==> src/ccs_pkg.sv <==
// ----------------------------------------------------------------------------
// ccs_pkg: shared types and constants for the coin change dispenser.
// Holds the coin value table, field widths, command codes and the
// command/status bundles that join the controller to the datapath.
// ----------------------------------------------------------------------------
package ccs_pkg;

    // Number of coin kinds and the width of an index into them.
    localparam int NUM_KINDS = 8;
    localparam int IDX_W     = 3;

    // Fixed widths of the channel fields.
    localparam int CNT_W     = 8;
    localparam int AMT_IN_W  = 20;
    localparam int COIN_W    = 8;

    // Defaults for the top-level parameters.
    localparam int STOCK_BITS_DEF  = 8;
    localparam int AMOUNT_BITS_DEF = 20;

    // Index of the largest coin, where a change walk starts.
    localparam logic [IDX_W-1:0] IDX_TOP = 3'd7;
    localparam logic [IDX_W-1:0] IDX_BOT = 3'd0;

    // Request codes carried in the cmd field.
    localparam logic CMD_LOAD   = 1'b0;
    localparam logic CMD_CHANGE = 1'b1;

    // Coin values in cents, slot 0 is the smallest coin.
    typedef logic [COIN_W-1:0] t_coin;
    localparam t_coin COIN_VALUE [NUM_KINDS] = '{
        8'd1, 8'd2, 8'd5, 8'd10, 8'd20, 8'd50, 8'd100, 8'd200
    };

    // Controller states.
    typedef enum logic [1:0] {
        S_IDLE,
        S_MUL,
        S_UPD,
        S_DONE
    } t_state;

    // Commands from the controller to the datapath.
    typedef struct packed {
        logic             in_ready;
        logic             load_wr;
        logic             start;
        logic             mul_step;
        logic             upd_step;
        logic             publish;
        logic [IDX_W-1:0] idx;
    } t_dp_cmd;

    // Status from the datapath to the controller.
    typedef struct packed {
        logic req_change;
        logic req_underpaid;
        logic out_free;
    } t_dp_status;

endpackage

==> src/ccs_req_if.sv <==
// ----------------------------------------------------------------------------
// ccs_req_if: request channel of the coin change dispenser.
// One beat carries either a stock load or a change request.
// ----------------------------------------------------------------------------
interface ccs_req_if;
    logic                          valid;
    logic                          ready;
    logic                          cmd;
    logic [ccs_pkg::IDX_W-1:0]     slot;
    logic [ccs_pkg::CNT_W-1:0]     stock_value;
    logic [ccs_pkg::AMT_IN_W-1:0]  price_cents;
    logic [ccs_pkg::AMT_IN_W-1:0]  paid_cents;

    modport source (
        output valid, cmd, slot, stock_value, price_cents, paid_cents,
        input  ready
    );

    modport sink (
        input  valid, cmd, slot, stock_value, price_cents, paid_cents,
        output ready
    );
endinterface

==> src/ccs_res_if.sv <==
// ----------------------------------------------------------------------------
// ccs_res_if: result channel of the coin change dispenser.
// One beat carries the coin counts of one change request and two flags.
// ----------------------------------------------------------------------------
interface ccs_res_if;
    logic                       valid;
    logic                       ready;
    logic [ccs_pkg::CNT_W-1:0]  coins_200;
    logic [ccs_pkg::CNT_W-1:0]  coins_100;
    logic [ccs_pkg::CNT_W-1:0]  coins_50;
    logic [ccs_pkg::CNT_W-1:0]  coins_20;
    logic [ccs_pkg::CNT_W-1:0]  coins_10;
    logic [ccs_pkg::CNT_W-1:0]  coins_5;
    logic [ccs_pkg::CNT_W-1:0]  coins_2;
    logic [ccs_pkg::CNT_W-1:0]  coins_1;
    logic                       change_complete;
    logic                       underpaid;

    modport source (
        output valid, coins_200, coins_100, coins_50, coins_20, coins_10,
               coins_5, coins_2, coins_1, change_complete, underpaid,
        input  ready
    );

    modport sink (
        input  valid, coins_200, coins_100, coins_50, coins_20, coins_10,
               coins_5, coins_2, coins_1, change_complete, underpaid,
        output ready
    );
endinterface

==> src/ccs_ctrl.sv <==
// ----------------------------------------------------------------------------
// ccs_ctrl: controller of the coin change dispenser.
// Accepts request beats, walks the coin kinds from largest to smallest in
// two steps each, and hands the finished result to the output register.
// ----------------------------------------------------------------------------
module ccs_ctrl (
    input  logic                 i_clk,
    input  logic                 i_rst_n,
    input  logic                 i_req_valid,
    input  ccs_pkg::t_dp_status  i_status,
    output ccs_pkg::t_dp_cmd     o_cmd
);

    ccs_pkg::t_state                r_state;
    ccs_pkg::t_state                n_state;
    logic [ccs_pkg::IDX_W-1:0]      r_idx;
    logic [ccs_pkg::IDX_W-1:0]      n_idx;

    // State and coin index registers.
    always_ff @(posedge i_clk) begin
        if (!i_rst_n) begin
            r_state <= ccs_pkg::S_IDLE;
            r_idx   <= ccs_pkg::IDX_TOP;
        end else begin
            r_state <= n_state;
            r_idx   <= n_idx;
        end
    end

    // Next state and datapath commands.
    always_comb begin
        n_state        = r_state;
        n_idx          = r_idx;
        o_cmd          = '0;
        o_cmd.idx      = r_idx;
        unique case (r_state)
            ccs_pkg::S_IDLE: begin
                o_cmd.in_ready = 1'b1;
                if (i_req_valid) begin
                    if (i_status.req_change) begin
                        o_cmd.start = 1'b1;
                        n_idx       = ccs_pkg::IDX_TOP;
                        n_state     = i_status.req_underpaid ? ccs_pkg::S_DONE
                                                             : ccs_pkg::S_MUL;
                    end else begin
                        o_cmd.load_wr = 1'b1;
                    end
                end
            end
            ccs_pkg::S_MUL: begin
                o_cmd.mul_step = 1'b1;
                n_state        = ccs_pkg::S_UPD;
            end
            ccs_pkg::S_UPD: begin
                o_cmd.upd_step = 1'b1;
                if (r_idx == ccs_pkg::IDX_BOT) begin
                    n_state = ccs_pkg::S_DONE;
                end else begin
                    n_idx   = r_idx - 3'd1;
                    n_state = ccs_pkg::S_MUL;
                end
            end
            ccs_pkg::S_DONE: begin
                if (i_status.out_free) begin
                    o_cmd.publish = 1'b1;
                    n_state       = ccs_pkg::S_IDLE;
                end
            end
            default: begin
                n_state = ccs_pkg::S_IDLE;
            end
        endcase
    end

    // A change request that is paid in full starts at the largest coin.
    a_start_walk: assert property (@(posedge i_clk) disable iff (!i_rst_n)
        (r_state == ccs_pkg::S_IDLE && i_req_valid && i_status.req_change &&
         !i_status.req_underpaid)
        |=> (r_state == ccs_pkg::S_MUL && r_idx == ccs_pkg::IDX_TOP))
        else $error("change walk did not start at the largest coin");

    // The walk moves down one coin kind per update step.
    a_walk_down: assert property (@(posedge i_clk) disable iff (!i_rst_n)
        (r_state == ccs_pkg::S_UPD && r_idx != ccs_pkg::IDX_BOT)
        |=> (r_state == ccs_pkg::S_MUL && r_idx == $past(r_idx) - 3'd1))
        else $error("coin walk skipped or repeated a kind");

endmodule

==> src/ccs_datapath.sv <==
// ----------------------------------------------------------------------------
// ccs_datapath: stock registers, remaining change and result registers.
// Each coin kind is handled in two steps: a reciprocal multiply with a
// stock bound compare, then a one-step quotient correction and update.
// ----------------------------------------------------------------------------
module ccs_datapath #(
    parameter int STOCK_BITS  = ccs_pkg::STOCK_BITS_DEF,
    parameter int AMOUNT_BITS = ccs_pkg::AMOUNT_BITS_DEF
) (
    input  logic                 i_clk,
    input  logic                 i_rst_n,
    input  ccs_pkg::t_dp_cmd     i_cmd,
    output ccs_pkg::t_dp_status  o_status,
    ccs_req_if.sink              i_req,
    ccs_res_if.source            o_res
);

    localparam int SW  = STOCK_BITS;
    localparam int AW  = AMOUNT_BITS;
    localparam int CW  = ccs_pkg::CNT_W;
    localparam int VW  = ccs_pkg::COIN_W;
    // Width of a full stock's worth of one coin kind in cents.
    localparam int QW  = SW + VW;
    localparam int PW  = 2 * QW + 1;
    localparam int XW  = (AW > QW) ? AW : QW;
    localparam int SEW = (SW > CW) ? SW : CW;
    localparam int AEW = (AW > ccs_pkg::AMT_IN_W) ? AW : ccs_pkg::AMT_IN_W;
    localparam int NK  = ccs_pkg::NUM_KINDS;

    // Stock and walk registers.
    logic [SW-1:0]  r_stock [NK];
    logic [CW-1:0]  r_work  [NK];
    logic [AW-1:0]  r_rem;
    logic           r_underpaid;
    logic [PW-1:0]  r_prod;
    logic [QW-1:0]  r_full;
    logic           r_take_all;

    // Output register.
    logic           r_out_valid;
    logic [CW-1:0]  r_out_coins [NK];
    logic           r_out_complete;
    logic           r_out_underpaid;

    // Reciprocals floor(2^QW / value) for each coin kind.
    logic [QW:0]    recip_tab [NK];

    for (genvar k = 0; k < NK; k++) begin : g_recip
        localparam longint unsigned RECIP =
            (64'd1 << QW) / 64'(ccs_pkg::COIN_VALUE[k]);
        assign recip_tab[k] = RECIP[QW:0];
    end

    // Request fields taken to the configured widths.
    logic [SEW-1:0] stock_ext;
    logic [SW-1:0]  stock_in;
    logic [AEW-1:0] price_ext;
    logic [AEW-1:0] paid_ext;
    logic [AW-1:0]  price_w;
    logic [AW-1:0]  paid_w;
    logic           underpaid_in;

    assign stock_ext    = SEW'(i_req.stock_value);
    assign stock_in     = stock_ext[SW-1:0];
    assign price_ext    = AEW'(i_req.price_cents);
    assign paid_ext     = AEW'(i_req.paid_cents);
    assign price_w      = price_ext[AW-1:0];
    assign paid_w       = paid_ext[AW-1:0];
    assign underpaid_in = (paid_w < price_w);

    // Current coin kind.
    logic [VW-1:0]  cur_val;
    logic [SW-1:0]  cur_stock;
    logic [XW-1:0]  rem_x;
    logic [QW-1:0]  x_low;
    logic [QW-1:0]  full_now;

    assign cur_val   = ccs_pkg::COIN_VALUE[i_cmd.idx];
    assign cur_stock = r_stock[i_cmd.idx];
    assign rem_x     = XW'(r_rem);
    assign x_low     = rem_x[QW-1:0];
    assign full_now  = QW'(cur_stock) * QW'(cur_val);

    // Quotient correction and update of the remaining change.
    logic [QW-1:0]  q0;
    logic [QW-1:0]  q0_val;
    logic [QW-1:0]  r0;
    logic           fix;
    logic [QW-1:0]  q1;
    logic [QW-1:0]  r1;
    logic [SW-1:0]  used;
    logic [SEW-1:0] used_ext;
    logic [XW-1:0]  rem_less_full;
    logic [AW-1:0]  rem_next;

    assign q0            = r_prod[2*QW-1:QW];
    assign q0_val        = q0 * QW'(cur_val);
    assign r0            = x_low - q0_val;
    assign fix           = (r0 >= QW'(cur_val));
    assign q1            = fix ? (q0 + QW'(1)) : q0;
    assign r1            = fix ? (r0 - QW'(cur_val)) : r0;
    assign used          = r_take_all ? cur_stock : q1[SW-1:0];
    assign used_ext      = SEW'(used);
    assign rem_less_full = rem_x - XW'(r_full);
    assign rem_next      = r_take_all ? rem_less_full[AW-1:0] : AW'(r1);

    // Status toward the controller.
    assign o_status.req_change    = (i_req.cmd == ccs_pkg::CMD_CHANGE);
    assign o_status.req_underpaid = underpaid_in;
    assign o_status.out_free      = !r_out_valid || o_res.ready;

    assign i_req.ready = i_cmd.in_ready;

    // Coin stock, cleared at reset, written by loads and by the walk.
    always_ff @(posedge i_clk) begin
        if (!i_rst_n) begin
            for (int k = 0; k < NK; k++) begin
                r_stock[k] <= '0;
            end
        end else if (i_cmd.load_wr) begin
            r_stock[i_req.slot] <= stock_in;
        end else if (i_cmd.upd_step) begin
            r_stock[i_cmd.idx] <= cur_stock - used;
        end
    end

    // Walk registers.
    always_ff @(posedge i_clk) begin
        if (i_cmd.start) begin
            r_rem       <= paid_w - price_w;
            r_underpaid <= underpaid_in;
            for (int k = 0; k < NK; k++) begin
                r_work[k] <= '0;
            end
        end
        if (i_cmd.mul_step) begin
            r_prod     <= PW'(x_low) * PW'(recip_tab[i_cmd.idx]);
            r_full     <= full_now;
            r_take_all <= (rem_x >= XW'(full_now));
        end
        if (i_cmd.upd_step) begin
            r_rem              <= rem_next;
            r_work[i_cmd.idx]  <= used_ext[CW-1:0];
        end
    end

    // Output beat valid flag.
    always_ff @(posedge i_clk) begin
        if (!i_rst_n) begin
            r_out_valid <= 1'b0;
        end else if (i_cmd.publish) begin
            r_out_valid <= 1'b1;
        end else if (o_res.ready) begin
            r_out_valid <= 1'b0;
        end
    end

    // Output beat payload.
    always_ff @(posedge i_clk) begin
        if (i_cmd.publish) begin
            r_out_coins     <= r_work;
            r_out_complete  <= !r_underpaid && (r_rem == '0);
            r_out_underpaid <= r_underpaid;
        end
    end

    assign o_res.valid           = r_out_valid;
    assign o_res.coins_200       = r_out_coins[7];
    assign o_res.coins_100       = r_out_coins[6];
    assign o_res.coins_50        = r_out_coins[5];
    assign o_res.coins_20        = r_out_coins[4];
    assign o_res.coins_10        = r_out_coins[3];
    assign o_res.coins_5         = r_out_coins[2];
    assign o_res.coins_2         = r_out_coins[1];
    assign o_res.coins_1         = r_out_coins[0];
    assign o_res.change_complete = r_out_complete;
    assign o_res.underpaid       = r_out_underpaid;

    // A new result never overwrites one that has not been taken.
    a_no_overwrite: assert property (@(posedge i_clk) disable iff (!i_rst_n)
        i_cmd.publish |-> (!r_out_valid || o_res.ready))
        else $error("result published over an untaken beat");

    // The remaining change never grows during the walk.
    a_rem_shrinks: assert property (@(posedge i_clk) disable iff (!i_rst_n)
        i_cmd.upd_step |=> (r_rem <= $past(r_rem)))
        else $error("remaining change increased");

    // Paying out never adds coins to the stock.
    a_stock_shrinks: assert property (@(posedge i_clk) disable iff (!i_rst_n)
        i_cmd.upd_step |=> (r_stock[$past(i_cmd.idx)] <= $past(cur_stock)))
        else $error("coin stock increased during payout");

endmodule

==> src/coin_change_with_stock_core.sv <==
// ----------------------------------------------------------------------------
// coin_change_with_stock_core: change dispenser with a limited coin stock.
// A load beat is written to the stock and the next beat can follow at once.
// A change request walks the eight coin kinds, a multiply step and an update
// step for each, then publishes its result to the output register once that is
// free; an underpaid request skips the walk. Then the next request is taken.
// Synchronous active-low reset empties the stock and drops the output beat.
// ----------------------------------------------------------------------------
module coin_change_with_stock_core #(
    parameter int STOCK_BITS  = ccs_pkg::STOCK_BITS_DEF,
    parameter int AMOUNT_BITS = ccs_pkg::AMOUNT_BITS_DEF
) (
    input  logic        i_clk,
    input  logic        i_rst_n,
    ccs_req_if.sink     i_req,
    ccs_res_if.source   o_res
);

    ccs_pkg::t_dp_cmd     dp_cmd;
    ccs_pkg::t_dp_status  dp_status;

    // Sequencer for loads and change walks.
    ccs_ctrl u_ctrl (
        .i_clk       (i_clk),
        .i_rst_n     (i_rst_n),
        .i_req_valid (i_req.valid),
        .i_status    (dp_status),
        .o_cmd       (dp_cmd)
    );

    // Stock, arithmetic and output register.
    ccs_datapath #(
        .STOCK_BITS  (STOCK_BITS),
        .AMOUNT_BITS (AMOUNT_BITS)
    ) u_datapath (
        .i_clk    (i_clk),
        .i_rst_n  (i_rst_n),
        .i_cmd    (dp_cmd),
        .o_status (dp_status),
        .i_req    (i_req),
        .o_res    (o_res)
    );

endmodule
==> src/flat_wrapper.sv <==
// flat-port wrapper written by rule: the top's interface ports become plain ports
module coin_change_with_stock_core_flat 
#(
    parameter int STOCK_BITS  = ccs_pkg::STOCK_BITS_DEF,
    parameter int AMOUNT_BITS = ccs_pkg::AMOUNT_BITS_DEF
)
  (i_clk, i_rst_n, i_req_valid, i_req_cmd, i_req_slot, i_req_stock_value, i_req_price_cents, i_req_paid_cents, i_req_ready, o_res_valid, o_res_coins_200, o_res_coins_100, o_res_coins_50, o_res_coins_20, o_res_coins_10, o_res_coins_5, o_res_coins_2, o_res_coins_1, o_res_change_complete, o_res_underpaid, o_res_ready);
  ccs_req_if i_req_i ();
  ccs_res_if o_res_i ();
  input  logic i_clk;
  input  logic i_rst_n;
  input wire logic [$bits(i_req_i.valid)-1:0] i_req_valid;
  input wire logic [$bits(i_req_i.cmd)-1:0] i_req_cmd;
  input wire logic [$bits(i_req_i.slot)-1:0] i_req_slot;
  input wire logic [$bits(i_req_i.stock_value)-1:0] i_req_stock_value;
  input wire logic [$bits(i_req_i.price_cents)-1:0] i_req_price_cents;
  input wire logic [$bits(i_req_i.paid_cents)-1:0] i_req_paid_cents;
  output wire logic [$bits(i_req_i.ready)-1:0] i_req_ready;
  output wire logic [$bits(o_res_i.valid)-1:0] o_res_valid;
  output wire logic [$bits(o_res_i.coins_200)-1:0] o_res_coins_200;
  output wire logic [$bits(o_res_i.coins_100)-1:0] o_res_coins_100;
  output wire logic [$bits(o_res_i.coins_50)-1:0] o_res_coins_50;
  output wire logic [$bits(o_res_i.coins_20)-1:0] o_res_coins_20;
  output wire logic [$bits(o_res_i.coins_10)-1:0] o_res_coins_10;
  output wire logic [$bits(o_res_i.coins_5)-1:0] o_res_coins_5;
  output wire logic [$bits(o_res_i.coins_2)-1:0] o_res_coins_2;
  output wire logic [$bits(o_res_i.coins_1)-1:0] o_res_coins_1;
  output wire logic [$bits(o_res_i.change_complete)-1:0] o_res_change_complete;
  output wire logic [$bits(o_res_i.underpaid)-1:0] o_res_underpaid;
  input wire logic [$bits(o_res_i.ready)-1:0] o_res_ready;
  assign i_req_i.valid = i_req_valid;
  assign i_req_i.cmd = i_req_cmd;
  assign i_req_i.slot = i_req_slot;
  assign i_req_i.stock_value = i_req_stock_value;
  assign i_req_i.price_cents = i_req_price_cents;
  assign i_req_i.paid_cents = i_req_paid_cents;
  assign i_req_ready = i_req_i.ready;
  assign o_res_valid = o_res_i.valid;
  assign o_res_coins_200 = o_res_i.coins_200;
  assign o_res_coins_100 = o_res_i.coins_100;
  assign o_res_coins_50 = o_res_i.coins_50;
  assign o_res_coins_20 = o_res_i.coins_20;
  assign o_res_coins_10 = o_res_i.coins_10;
  assign o_res_coins_5 = o_res_i.coins_5;
  assign o_res_coins_2 = o_res_i.coins_2;
  assign o_res_coins_1 = o_res_i.coins_1;
  assign o_res_change_complete = o_res_i.change_complete;
  assign o_res_underpaid = o_res_i.underpaid;
  assign o_res_i.ready = o_res_ready;
  coin_change_with_stock_core #(.STOCK_BITS(STOCK_BITS), .AMOUNT_BITS(AMOUNT_BITS)) u_core (.i_clk(i_clk), .i_rst_n(i_rst_n), .i_req(i_req_i), .o_res(o_res_i));
endmodule
==> config.mk <==
export PLATFORM = sky130hd
export DESIGN_NAME = coin_change_with_stock_core_flat
export DESIGN_NICKNAME = d
export VERILOG_FILES = /design/src/ccs_pkg.sv /design/src/ccs_req_if.sv /design/src/ccs_res_if.sv /design/src/ccs_ctrl.sv /design/src/ccs_datapath.sv /design/src/coin_change_with_stock_core.sv /design/src/flat_wrapper.sv
export SDC_FILE = /design/constraint.sdc
export NUM_CORES = 1
export LEC_CHECK = 0
export BUFFER_PORTS_ARGS = -buffer_cell sky130_fd_sc_hd__buf_2
export CAP_MARGIN = 20
export CORE_ASPECT_RATIO = 0.7
export CORE_MARGIN = 5
export CORE_UTILIZATION = 55
export DETAILED_ROUTE_END_ITERATION = 10
export PLACE_DENSITY_LB_ADDON = 0.12
export SLEW_MARGIN = 10
export SYNTH_ARGS = -nofsm -noshare
export SYNTH_HDL_FRONTEND = slang
export SYNTH_SLANG_ARGS = --single-unit
==> constraint.sdc <==
create_clock -name i_clk -period 11.05 [get_ports i_clk]
set_input_delay 2.21 -clock i_clk [delete_from_list [all_inputs] [get_ports i_clk]]
set_output_delay 2.21 -clock i_clk [all_outputs]
set_load 0.005 [all_outputs]
* After elaboration in Yosys (flattened, before gate mapping)
Memory sizes are Yosys's and may differ from the RTL's. A register that Yosys moved wholly into a read port is not among the register bits.
Cells that the tools add are included.
** Operators by class
- Add/subtract/negate cells :: 7
- Multipliers :: 3
- $lt $le $gt $ge :: 5
- Eq/ne operators :: 7
- Multiplexer cells :: 51
- Bitwise operators :: 1
- Reductions and logical operators :: 15
** Operators with widths (number)
- $mux 64 :: 2
- $bwmux 64 :: 1
- $mux 20 :: 3
- $mux 8 :: 7
- $mux 17 :: 2
- $mul 16x17->32 :: 1
- $demux 8 s3 :: 1
- $mux 3 :: 8
- $ge 20x16->1 :: 1
- $logic_not 20->1 :: 1
- $lt 20x20->1 :: 1
- $sub 20x16->20 :: 1
- $sub 20x20->20 :: 1
- $mux 1 :: 18
- $ge 16x8->1 :: 1
- $mul 16x8->16 :: 1
- $mul 8x8->16 :: 1
- $mux 16 :: 1
- $reduce_or 8->1 :: 2
- $sub 16x16->16 :: 1
- $sub 16x8->16 :: 1
- $mux 2 :: 6
- $add 8x1->8 const B :: 1
- $pmux 2 s4 :: 1
- 18 further kinds :: 25
** Word-level totals
- Register bits :: 206
- Memory bits (writable) :: 64
- Memory bits (read-only) :: 200
- Bits of input ports :: 56
- Memories :: 3
** Memory list
- (no name shown) :: words 8, bits a word 17, rd ports 1, clocked after memory_dff 0, write ports 0, line ccs_datapath.sv:137 : r_prod <= PW'(x_low) * PW'(recip_tab[i_cmd.idx]);
- (no name shown) :: words 8, bits a word 8, rd ports 1, clocked after memory_dff 0, write ports 0, line ccs_datapath.sv:78 : assign cur_val = ccs_pkg::COIN_VALUE[i_cmd.idx];
- u_core.u_datapath.r_stock :: words 8, bits a word 8, rd ports 1, clocked after memory_dff 1, write ports 8, line ccs_datapath.sv:31 : logic [SW-1:0] r_stock [NK];

* Logic depth before layout (Yosys ltp)
Gate-level depths: netlist of run 1.
- Word-level depth :: 11
- Depth in mapped cells :: 41
- Depth with buffers taken out :: 37

* Cells and area by module
Synthesis of run 1 repeated with hierarchy kept, for this count alone.
** Unflattened totals
- Cells, all modules :: 2755
- Area, all modules :: 26332.8 µm²
** Modules (own cells, without submodules)
- ccs_datapath :: times used 1, cells each 2720, area each 26040.0 µm²
- ccs_ctrl :: times used 1, cells each 35, area each 292.8 µm²

* Worst setup path before layout of run 1
Ideal clock, no wire load.
- Path kind :: register to register
- Start :: register u_core.u_ctrl.r_idx[0] in the netlist's numbering
- End :: memory u_core.u_datapath.r_stock[0][6] in the netlist's numbering, data pin
- Library setup time :: 0.271 ns
- Arrival time :: 8.637 ns
- Slack :: 2.142 ns
- Cell stages (with the launch flop) :: 41
- Buffers on the path :: 5
- Cell sequence :: dfxtp_1 > clkbuf_1 > inv_1 > ha_1 > nor2b_1 > or2_2 > clkbuf_1 > inv_1 > clkbuf_1 > nor2b_1 > fa_1 > inv_1 > fa_1 > fa_1 > inv_1 > fa_1 > inv_1 > ha_1 > [5 not listed] > a211oi_2 > nand4_1 > buf_2 > buf_6 > xor2_1 > o21ai_2 > inv_1 > ha_1 > inv_1 > fa_1 > a21o_1 > a21o_1 > a21o_1 > a21oi_1 > xor2_1 > nor2_1 > a21oi_1 > nor2_1
** RTL lines
- from (decl) :: line ccs_ctrl.sv:16 : logic [ccs_pkg::IDX_W-1:0] r_idx;
- from (signal assigned) :: line ccs_ctrl.sv:23 : r_idx <= ccs_pkg::IDX_TOP;
- from (signal assigned) :: line ccs_ctrl.sv:26 : r_idx <= n_idx;
- to (decl) :: line ccs_datapath.sv:31

==> results of run 1 <==
state kept, by name, indices dropped and copies added, names as in the netlist, 2 cells and up, named ones only:
register,cells
u_core.u_datapath.o_res.coins_50,8
u_core.u_datapath.r_full,16
u_core.u_datapath.r_rem,20
u_core.u_datapath.o_res.coins_2,8
u_core.u_ctrl.r_state,2
u_core.u_datapath.r_prod,16
u_core.u_datapath.o_res.coins_100,8
u_core.u_datapath.o_res.coins_10,8
u_core.u_datapath.o_res.coins_20,8
u_core.u_datapath.o_res.coins_5,8
u_core.u_ctrl.r_idx,3
u_core.u_datapath.o_res.coins_1,8
u_core.u_datapath.r_work,64
u_core.u_datapath.r_stock,64
u_core.u_datapath.o_res.coins_200,8
cells in the final DEF (no fill, tap or decap), types with 10 or more instances in the layout:
cell and count:
a211oi_1 21, a21boi_0 12, a21o_1 34, a21oi_1 87, and2_1 105, and3_1 21, buf_2 123, buf_4 38
clkbuf_16 25, dfxtp_1 72, edfxtp_1 184, fa_1 302, ha_1 254, inv_1 494, mux2i_1 21, mux4_2 16
nand2_1 266, nand2b_1 17, nand3_1 91, nand4_1 10, nor2_1 180, nor2b_1 30, nor3_1 24, o211ai_1 12
o21a_1 10, o21ai_0 117, or2_2 11, xnor2_1 74, xor2_1 35
cell families (layout without fill, tap and decap cells):
group | Yosys count | after routing | share of synthesized area (%)
XOR/XNOR | 110 | 110 | 3.72
AND/OR/NAND/NOR | 796 | 796 | 14.4
flip-flops | 257 | 257 | 26.8
adder cells (fa/ha/maj) | 556 | 556 | 35.4
buffers and inverters | 596 | 703 | 8.64
multiplexers | 42 | 42 | 2.49
AO/OA/AOI/OAI | 359 | 359 | 8.58
other | 0 | 1 | 0
metrics by stage:
step | hold slack, ns | utilization, % | cells | setup WS (ns)
final | 0.427 | 60.6 | 3436 | 1.34
after global routing | 0.440 | 60.5 | 3435 | 0.856
after CTS | 0.426 | 60.4 | 3433 | 1.50
after detailed placement | 0.416 | 58.7 | 3388 | 1.53
after global placement | 0.411 | 58.7 | 3388 | 1.82
after floorplan | 0.408 | - | 2716 | 2.14
area by class of cell:
type                    count  area (µm²)
well taps                 612         766
diodes                      1        2.50
clock buffers              29         671
fillers                  3984       18400
clock inverters            16         145
inverters                 495        1860
multi-input cells        1863       16900
flip-flops and latches    257        6990
repair buffers            163         948
critical path, delay by kind of cell, from the launching register on:
kind                       cells  cell delay (ns)
adders and majority gates      6             2.70
DFF                            1             0.77
buffers and inverters          6             1.21
and+or+nand+nor                9             1.84
muxes                          1             0.17
xor gates and xnor gates       1             0.16
AOI/OAI and AO/OA              9             2.52
path summary, 6_finish.rpt:
path | startpoint | end | slack [ns]
hold / removal | u_core.u_datapath.r_work[33] | u_core.u_datapath.o_res.coins_10[1] | 0.43
hold reg to reg | u_core.u_datapath.r_work[33] | u_core.u_datapath.o_res.coins_10[1] | 0.43
setup / recovery | u_core.u_ctrl.r_idx[2] | u_core.u_datapath.r_stock[7][5] | 1.34
setup reg to reg | u_core.u_ctrl.r_idx[2] | u_core.u_datapath.r_stock[7][5] | 1.34
metal layers:
metal,up-vias,track usage [%],wire length (µm)
met5,-,4.42,328
met4,6,4.98,1570
met3,119,13.0,10900
met2,1010,39.1,28400
met1,9468,43.4,34000
li1,8998,-,-
==> results.json, run 1 <==
{
  "h-tree-depth": 1,
  "firstDrtPassIters": 6,
  "synth_warnings": 0,
  "grt_max_degree": 71,
  "io_buffer_count": 123,
  "syn-num-nets": 3328,
  "crit_type": "flop to flop",
  "grt_pass1_wl_um": 116000,
  "synth_area_um2": 26100,
  "final_nets": 3417,
  "drc": 0,
  "routed_via_density": 5.70,
  "core_area_um2": 46700,
  "syn2layout_area_growth_pct": 8.28,
  "cts_sinks": 257,
  "dp_hpwl_um": 59500,
  "dieArea_um2": 52000,
  "async_flop_share_pct": 0,
  "critPathCaptureType": "flop",
  "vias": 19601,
  "report.final.slew_viol_count": 0,
  "path_clk_slew_ns": 0.08,
  "initial_utilization_pct": 55.9,
  "pin_count": 124,
  "placed_cell_area_um2": 27400,
  "drive_above_1_share_pct": 9.17,
  "ys_top_cells_by_area": "fa_1 (23%), edfxtp_1 (21%), ha_1 (12%)",
  "cts_tree": "built",
  "yosysMostFrequentCell": "inv_1",
  "clk_latency_ns": 0.56,
  "cp_data_required_time_ns": 11.32,
  "final.period_utilization_pct": 87.8,
  "netlist_top_cells_count": "inv_1 (494), fa_1 (302), nand2_1 (266), ha_1 (254), edfxtp_1 (184)",
  "root_buffer": "clkbuf_16",
  "ys_ff_latch": 257,
  "max_freq_mhz": 103,
  "synth-edff-count": 184,
  "wirelength_um": 75200,
  "status": "completed",
  "design_area_um2": 28300,
  "hold_viol_final": 0,
  "rows": 66,
  "yosysSeqAreaShare_pct": 26.8,
  "drt-wirelength-per-cell_um": 21.9,
  "synth_top_area_share_pct": 23.2,
  "ant_nets": 0,
  "grt_overflow_total": 0,
  "antenna_found_initial": 3,
  "synth-main-ff-cell": "edfxtp_1",
  "hold_buffers": 0,
  "cp-start-kind": "flop",
  "crit_path_frequent_cell": "inv_1",
  "cts.repair_timing.setup_buffer_count": 0,
  "reg2reg_depth": 32,
  "place.gp.congestion": 0.978,
  "slowest_delay_ns": 0.77,
  "min_path_cells": 0,
  "setup_viol": 0,
  "drv_cap": 0,
  "grtUsageTotal_pct": 29.1,
  "yosysUniqueCellTypes": 76,
  "chipHeight_um": 192,
  "grt_pass1_vias": 20006,
  "syn_inst": 2716,
  "drt_iter0_markers": 1913,
  "yosys.area.top_type": "fa_1",
  "die_w_um": 270,
  "min-delay-path-class": "flop to flop",
  "worstPathMaxFanout": 30,
  "worstMarginPinSlew_ns": 1.04,
  "clockBufferDepth": 3,
  "cp_slowest_cell": "dfxtp_2",
  "slew_headroom_pct": 30.8,
  "fin_skew_ns": 0.0446,
  "fin_crit_ns": 9.71,
  "ctsResizeCount": 0,
  "crit_arrival_ns": 9.97,
  "cts_buffers": 25,
  "final.setup.tns_ns": 0,
  "rsz0062_at_grt": "false",
  "syn_area_per_cell_um2": 9.61
}
Power of run 1 is left out: the tool's default activity adds up to more than one toggle a clock period on the data nets, which glitch-free logic cannot reach.
==> inputs of run 2 (changes only) <==
--- a/config.mk
+++ b/config.mk
@@ -11,6 +11,7 @@
 export CORE_MARGIN = 5
 export CORE_UTILIZATION = 55
 export DETAILED_ROUTE_END_ITERATION = 10
+export MAX_ROUTING_LAYER = met4
 export PLACE_DENSITY_LB_ADDON = 0.12
 export SLEW_MARGIN = 10
 export SYNTH_ARGS = -nofsm -noshare
==> run 2 against run 1 <==
Hold slack is essentially flat. Sequential share of layout area grew 0.071 points. Global-route usage is 0.83 points higher. Die area stayed put. Design area fell by 0.29%. Via count grew 0.87%. Core utilization is 0.17 points lower. Wire length decreased by 0.81%. Largest cell class unchanged.
==> results.json, run 2 (synthesis results as in run 1) <==
{
  "dp_cells": 3389,
  "nFillCells": 3996,
  "worst_slack_ns": 1.17,
  "slowest_delay_ns": 0.63,
  "fin_skew_ns": 0.0186,
  "final.period_utilization_pct": 89.4,
  "drt-wirelength-per-cell_um": 21.7,
  "grtUsageTotal_pct": 29.9,
  "cp_top_family": "adder cells",
  "ctsResizeCount": 0,
  "min-delay-path-class": "flop to flop",
  "grt_pass1_vias": 20007,
  "hold_viol_final": 0,
  "chipHeight_um": 192,
  "grt_pass1_wl_um": 117000,
  "cp_data_required_time_ns": 11.30,
  "crit_path_frequent_cell": "inv_1",
  "cp-start-kind": "flop",
  "worstHoldEndpoint": "u_core.u_datapath.o_res.coins_5[3]",
  "final_cell_mix": "inv_1 (494), fa_1 (302), nand2_1 (266)",
  "report.final.slew_viol_count": 0,
  "vias": 19772,
  "drt_iter0_markers": 1999,
  "grt_overflow_total": 0,
  "final_nets": 3416,
  "antenna_found_initial": 1,
  "final_common_cell": "inv_1",
  "cts_buffers": 23,
  "grt_max_degree": 71,
  "final.setup.tns_ns": 0,
  "slew_headroom_pct": 29.5,
  "root_buffer": "clkbuf_16",
  "wirelength_um": 74600,
  "rr_endpoint": "u_core.u_datapath.r_stock[6][5]",
  "dieArea_um2": 52000,
  "reg2reg_depth": 36,
  "initial_utilization_pct": 55.9,
  "status": "completed",
  "rows": 66,
  "syn2layout_area_growth_pct": 7.97,
  "die_w_um": 270,
  "crit_arrival_ns": 10.13,
  "reg2reg_slack_ns": 1.17,
  "rr_startpoint": "u_core.u_ctrl.r_idx[0]",
  "place.gp.congestion": 0.996,
  "routed_via_density": 5.76,
  "firstDrtPassIters": 6,
  "cts_sinks": 257,
  "rsz0062_at_grt": "false",
  "ant_nets": 0,
  "reg_top3": "u_core.u_datapath.r_stock: 64 flops, u_core.u_datapath.r_work: 64 flops, u_core.u_datapath.r_rem: 20 flops",
  "worstMarginPinSlew_ns": 1.06,
  "cts_tree": "built",
  "drive_above_1_share_pct": 9.01,
  "highest_layer": "met4",
  "drv_cap": 0,
  "met1Wirelength_um": 34600,
  "drc": 0,
  "hold_buffers": 0,
  "dp_hpwl_um": 58600,
  "cp_slowest_cell": "a21oi_1",
  "core_area_um2": 46700,
  "worst-path-buf-inv": 8,
  "critPathCaptureType": "flop",
  "fin_crit_ns": 9.88,
  "post_layout_nonfiller_instances": 3433,
  "min_path_cells": 0,
  "dr_wl_met3_um": 9910,
  "worstPathMaxFanout": 29,
  "final_core_util_pct": 60.4,
  "hold_start": "u_core.u_datapath.r_work[43]",
  "setup_viol": 0,
  "clockBufferDepth": 3,
  "clk_latency_ns": 0.53,
  "io_buffer_count": 123,
  "wl_met2_um": 29100,
  "path_clk_slew_ns": 0.07,
  "cts.repair_timing.setup_buffer_count": 0,
  "crit_type": "flop to flop",
  "h-tree-depth": 1,
  "pin_count": 124,
  "max_freq_mhz": 101,
  "pre_cts_slack_ns": 1.33
}
==> run 2: cell count changes in the layout (fill, tap and decap cells not counted), sizes merged <==
cell | previous run | this run
clkinv | 12 | 8
inv | 496 | 495
clkbuf | 29 | 31
==> run 2: worst max path at each step <==
stage,start,end,slack (ns),depth (start not counted)
after floorplan,u_core.u_ctrl.r_idx[0],u_core.u_datapath.r_stock[0][6],2.14,40
after global placement,u_core.u_ctrl.r_idx[0],u_core.u_datapath.r_stock[1][5],1.57,36
after detailed placement,u_core.u_ctrl.r_idx[0],u_core.u_datapath.r_stock[1][5],1.33,36
after CTS,u_core.u_ctrl.r_idx[0],u_core.u_datapath.r_stock[1][5],1.31,36
after global routing,u_core.u_ctrl.r_idx[0],u_core.u_datapath.r_stock[6][5],0.72,36
final,u_core.u_ctrl.r_idx[0],u_core.u_datapath.r_stock[6][5],1.17,36
==> run 2: layout make-up <==
class                   count  area [µm²]  share of cell area [%]
clock buffers              30         632                    2.24
well taps                 612         766                    2.72
clock inverters            11         115                   0.409
diodes                      1        2.50                 0.00888
multi-input cells        1863       16900                    59.9
inverters                 495        1860                    6.60
repair buffers            164         936                    3.32
flip-flops and latches    257        6990                    24.8
==> run 2: per-stage QoR <==
stage / area [µm²] / hold slack, ns
6_report: 28200 / 0.427
5_1_grt: 28200 / 0.433
4_1_cts: 28100 / 0.430
3_5_place_dp: 27400 / 0.414
3_3_place_gp: 27400 / 0.413
2_1_floorplan: 26100 / 0.408
==> run 2: per-layer routing <==
| layer | vias to the layer above | GRT usage, % |
|---|---|---|
| met5 | - | - |
| met4 | 0 | 4.17 |
| met3 | 84 | 9.69 |
| met2 | 1009 | 40.0 |
| met1 | 9693 | 45.4 |
| li1 | 8986 | - |
Power of run 2 is left out for the same reason.
